$ cat src/rtl/pmhr_queue.sv
// Two-beat queue between the front end and the engine.
// Generic payload width; depends on nothing.
module pmhr_queue #(
    parameter int WIDTH = 8
) (
    input  logic             clk,
    input  logic             rst_n,
    input  logic             push,
    input  logic [WIDTH-1:0] push_data,
    output logic             full,
    input  logic             pop,
    output logic [WIDTH-1:0] pop_data,
    output logic             empty
);
    logic [WIDTH-1:0] data_reg [2];
    logic             wp_reg, rp_reg;
    logic [1:0]       cnt_reg;
    logic             do_push, do_pop;

    assign full     = (cnt_reg == 2'd2);
    assign empty    = (cnt_reg == 2'd0);
    assign do_push  = push && !full;
    assign do_pop   = pop && !empty;
    assign pop_data = data_reg[rp_reg];

    always_ff @(posedge clk or negedge rst_n)
    begin
        if (!rst_n)
        begin
            wp_reg  <= 1'b0;
            rp_reg  <= 1'b0;
            cnt_reg <= 2'd0;
        end
        else
        begin
            if (do_push)
            begin
                wp_reg <= ~wp_reg;
            end
            if (do_pop)
            begin
                rp_reg <= ~rp_reg;
            end
            if (do_push && !do_pop)
            begin
                cnt_reg <= cnt_reg + 2'd1;
            end
            else if (do_pop && !do_push)
            begin
                cnt_reg <= cnt_reg - 2'd1;
            end
        end
    end

    always_ff @(posedge clk)
    begin
        if (do_push)
        begin
            data_reg[wp_reg] <= push_data;
        end
    end

endmodule

$ cat config.mk
export PLATFORM = sky130hd
export DESIGN_NAME = pmhr_queue
export DESIGN_NICKNAME = d
export VERILOG_FILES = /design/src/rtl/pmhr_queue.sv
export SDC_FILE = /design/constraint.sdc
export NUM_CORES = 1
export LEC_CHECK = 0
export ABC_AREA = 1
export BUFFER_PORTS_ARGS = -buffer_cell sky130_fd_sc_hd__buf_2
export CORE_AREA = 2 2 57 59
export DETAILED_ROUTE_END_ITERATION = 8
export DIE_AREA = 0 0 59 61
export GPL_ROUTABILITY_DRIVEN = 0
export PLACE_DENSITY = 0.48
export REMOVE_ABC_BUFFERS = 1
export SYNTH_ARGS = -nofsm -noshare
export SYNTH_HDL_FRONTEND = slang
export SYNTH_SLANG_ARGS = --single-unit
$ cat constraint.sdc
create_clock -name clk -period 3.7 [get_ports clk]
set_input_delay 1.11 -clock clk [delete_from_list [all_inputs] [get_ports clk]]
set_output_delay 1.11 -clock clk [all_outputs]
set_load 0.05 [all_outputs]
==> out/qor.txt <==
==============================================================================
Largest driver fanout on the critical path                                  10
Hold Vio Cnt, Final                                                          0
Clk sinks                                                                   20
Share of Yosys cell area claimed by the top area cell type               59.4%
DIE WIDTH                                                                59 um
YS warnings                                                                  0
Number of global-route vias before repair                                  518
Synth Register Bits                                                         20
Class of the most critical hold timing path                       register to register
Number of setup violations in the final report                               0
Synth Area in Simple Gates                                               20.1%
Static leakage                                                        0.473 nW
Slew Viols, Final                                                            0
Buffer type at the clock tree root                                sky130_fd_sc_hd__clkbuf_4
RSZ-0062 raised after global routing                                        no
Sequential share of the synthesized area                                 71.7%
Post-synth top area cell                                          sky130_fd_sc_hd__edfxtp_1
Post-place instance area                                             951 sq um
Leading cell type by number of instances after synthesis          sky130_fd_sc_hd__nand2_1
Type of the setup path with the least slack                       register to output port
Synthesized netlist cell count                                              73
Effective utilization at floorplan                                       27.4%
Critical path launch point type                                       register
Total clock buffers created by CTS                                           3
Sum of negative setup slack                                               0 ps
Top cells by count, synth                                         33 x sky130_fd_sc_hd__nand2_1, 16 x sky130_fd_sc_hd__edfxtp_1, 7 x sky130_fd_sc_hd__inv_1
Yosys cell types                                                            14
Boundary Pins                                                               22
Worst Hold Margin                                                       509 ps
Maximum number of pins on one net before global-route repair                13
Highest clock frequency the design can meet                            398 MHz
First-pass iteration count of the detailed router                            4
Relative slew slack                                                      57.4%
Post-CTS setup-driven buffer insertion count                                 0
Final standard cell area without fillers                            1000 sq um
Worst IR Drop VDD                                                     0.433 mV
Die Y                                                                    61 um
Synthesized area divided by synthesized cell count                  11.1 sq um
Share of layout cells above drive strength 1                             28.9%
Combinational family with the most area after synthesis           simple AND/OR/NAND/NOR gates
Routed wire length                                                     1.48 mm
Adder and majority cell fraction of the synthesized area                 1.55%
Clock transition at the registers of the reported paths                 110 ps
Tot GR Track Use                                                         9.16%
Worst-Skew Late Latency                                                 300 ps
Crit path arrival time                                                 1410 ps
Fraction of synthesized area in multiplexers                                0%
Remaining antenna violation count after routing                              0
Buffer depth of the longest clock path                                       2
Diode count                                                                  0
Floorplan row count                                                         20
Maximum level of the CTS H-tree                                              1
Number of port buffers                                                      21
Final critical delay including setup and external delays               2520 ps
Initial antenna violation count                                              0
Vias per inst                                                             4.15
Prevailing post-synth register cell                               sky130_fd_sc_hd__edfxtp_1
Total power of the final layout                                       0.971 mW
Fill cell instance count of the final layout                               294
Vias after detailed routing                                                539
Max FFs per register                                                        16
Maximum capacitance violations                                               0
Sum of net half-perimeters after detailed placement                    1.09 mm
Post-route fraction of the period consumed by the critical path          68.0%
Post-layout net count                                                      111
Post-cts repair resize count                                                 0
Setup clock skew after layout                                          4.04 ps
Area enclosed by the die boundary                                   3600 sq um
Starting DRT DRC Count                                                       9
Area growth from synthesis to layout                                     24.0%
Share of flip-flops with an asynchronous set or reset                    20.0%
CTS Hold Buffers Added                                                       0
Synth Cell Area                                                      810 sq um
Critical Path End Type                                             output port
Power per standard cell area                                       967 nW/um^2
Routed wire length per instance                                        11.4 um
EDFF count, synth                                                           16
Worst slew pin tran                                                     637 ps
Core area                                                           2950 sq um
Drc violations                                                               0
Synthesized-area fraction occupied by ao, oa, aoi and oai cells          1.24%
Most area-consuming cells after synthesis                         sky130_fd_sc_hd__edfxtp_1 59%, sky130_fd_sc_hd__nand2_1 15%, sky130_fd_sc_hd__dfrtp_1 12%
Run status                                                           completed
Endpoint required time on the critical path                            2590 ps
Clock tree from TritonCTS                                                 done
Wire length of the first global-routing pass                           2.38 mm
Gr ovfl total                                                                0
Area share of xor/xnor cells in the synthesized design                   1.08%
==============================================================================
-- worst max-delay path: stages, from the launching register on --
cell and delay, ps:
sky130_fd_sc_hd__dfrtp_1 520, sky130_fd_sc_hd__inv_2 200, sky130_fd_sc_hd__nand2_1 70, sky130_fd_sc_hd__nand2_1 60, sky130_fd_sc_hd__buf_2 250
-- cells by family (layout without fill, tap and decap cells) --
logic type | count (synthesis) | after routing
compound gates | 2 | 2
simple gates | 40 | 40
xor+xnor | 1 | 1
flops | 20 | 20
buf+inv | 9 | 33
fa+ha+maj | 1 | 1
-- cells in the final DEF, fill, tap and decap left out --
cell type,synthesis,routed
sky130_fd_sc_hd__inv_1,7,7
sky130_fd_sc_hd__nand2_1,33,33
sky130_fd_sc_hd__o21ai_0,2,2
sky130_fd_sc_hd__inv_2,1,1
sky130_fd_sc_hd__xnor2_1,1,1
sky130_fd_sc_hd__nand4_1,1,1
sky130_fd_sc_hd__bufinv_16,0,1
sky130_fd_sc_hd__dfrtp_1,4,4
sky130_fd_sc_hd__ha_1,1,1
sky130_fd_sc_hd__edfxtp_1,16,16
sky130_fd_sc_hd__buf_2,1,21
sky130_fd_sc_hd__nand3_1,1,1
sky130_fd_sc_hd__clkbuf_4,0,3
sky130_fd_sc_hd__nand3b_1,1,1
sky130_fd_sc_hd__nor2_2,2,2
sky130_fd_sc_hd__nor2_1,2,2
-- cell type report --
cell class              instances  area [sq um]  share of cell area, %
multi-input cells              44           194                   19.3
repair buffers                 21           105                   10.5
inverters                       8          30.0                   2.99
well taps                      33          41.3                   4.11
flip-flops and latches         20           581                   57.9
clock buffers                   3          22.5                   2.24
clock inverters                 1          30.0                   2.99
-- stage by stage --
step | worst slack [ps] | util, % | cells
finish | 1180 | 34.0 | 130
global route | 1050 | 34.0 | 130
CTS | 1140 | 34.0 | 130
detailed placement | 1470 | 32.2 | 126
global placement | 1500 | 32.2 | 126
floorplan | 1480 | - | 72
-- report_power, final --
group,switching [mW],internal [mW]
Combinational,0.336,0.101
Clock,0.0676,0.109
Sequential,0.0446,0.313
Total,0.448,0.523
-- per-layer routing --
layer / up-vias / share of wire [%] / global-route usage [%] / wire [um]
met5: - / 0 / 0 / 0
met3: 0 / 7.3 / 4.26 / 109
met2: 20 / 44 / 14.4 / 659
li1: 283 / - / - / -
met4: 0 / 0 / 1.95 / 0
met1: 236 / 48 / 11.6 / 714
-- worst paths after layout --
path | startpoint | end | slack [ps] | depth (start not counted)
max reg2reg | cnt_reg[0] | data_reg[1][0] | 2170 | 2
min reg2reg | wp_reg | wp_reg | 510 | 2
min | wp_reg | wp_reg | 510 | 2
max in group asynchronous | rst_n | rp_reg | 2990 | 1
max | rp_reg | pop_data[0] | 1180 | 4
min in group asynchronous | rst_n | wp_reg | 590 | 1
Note: power is estimated with default switching activity, not from simulation.
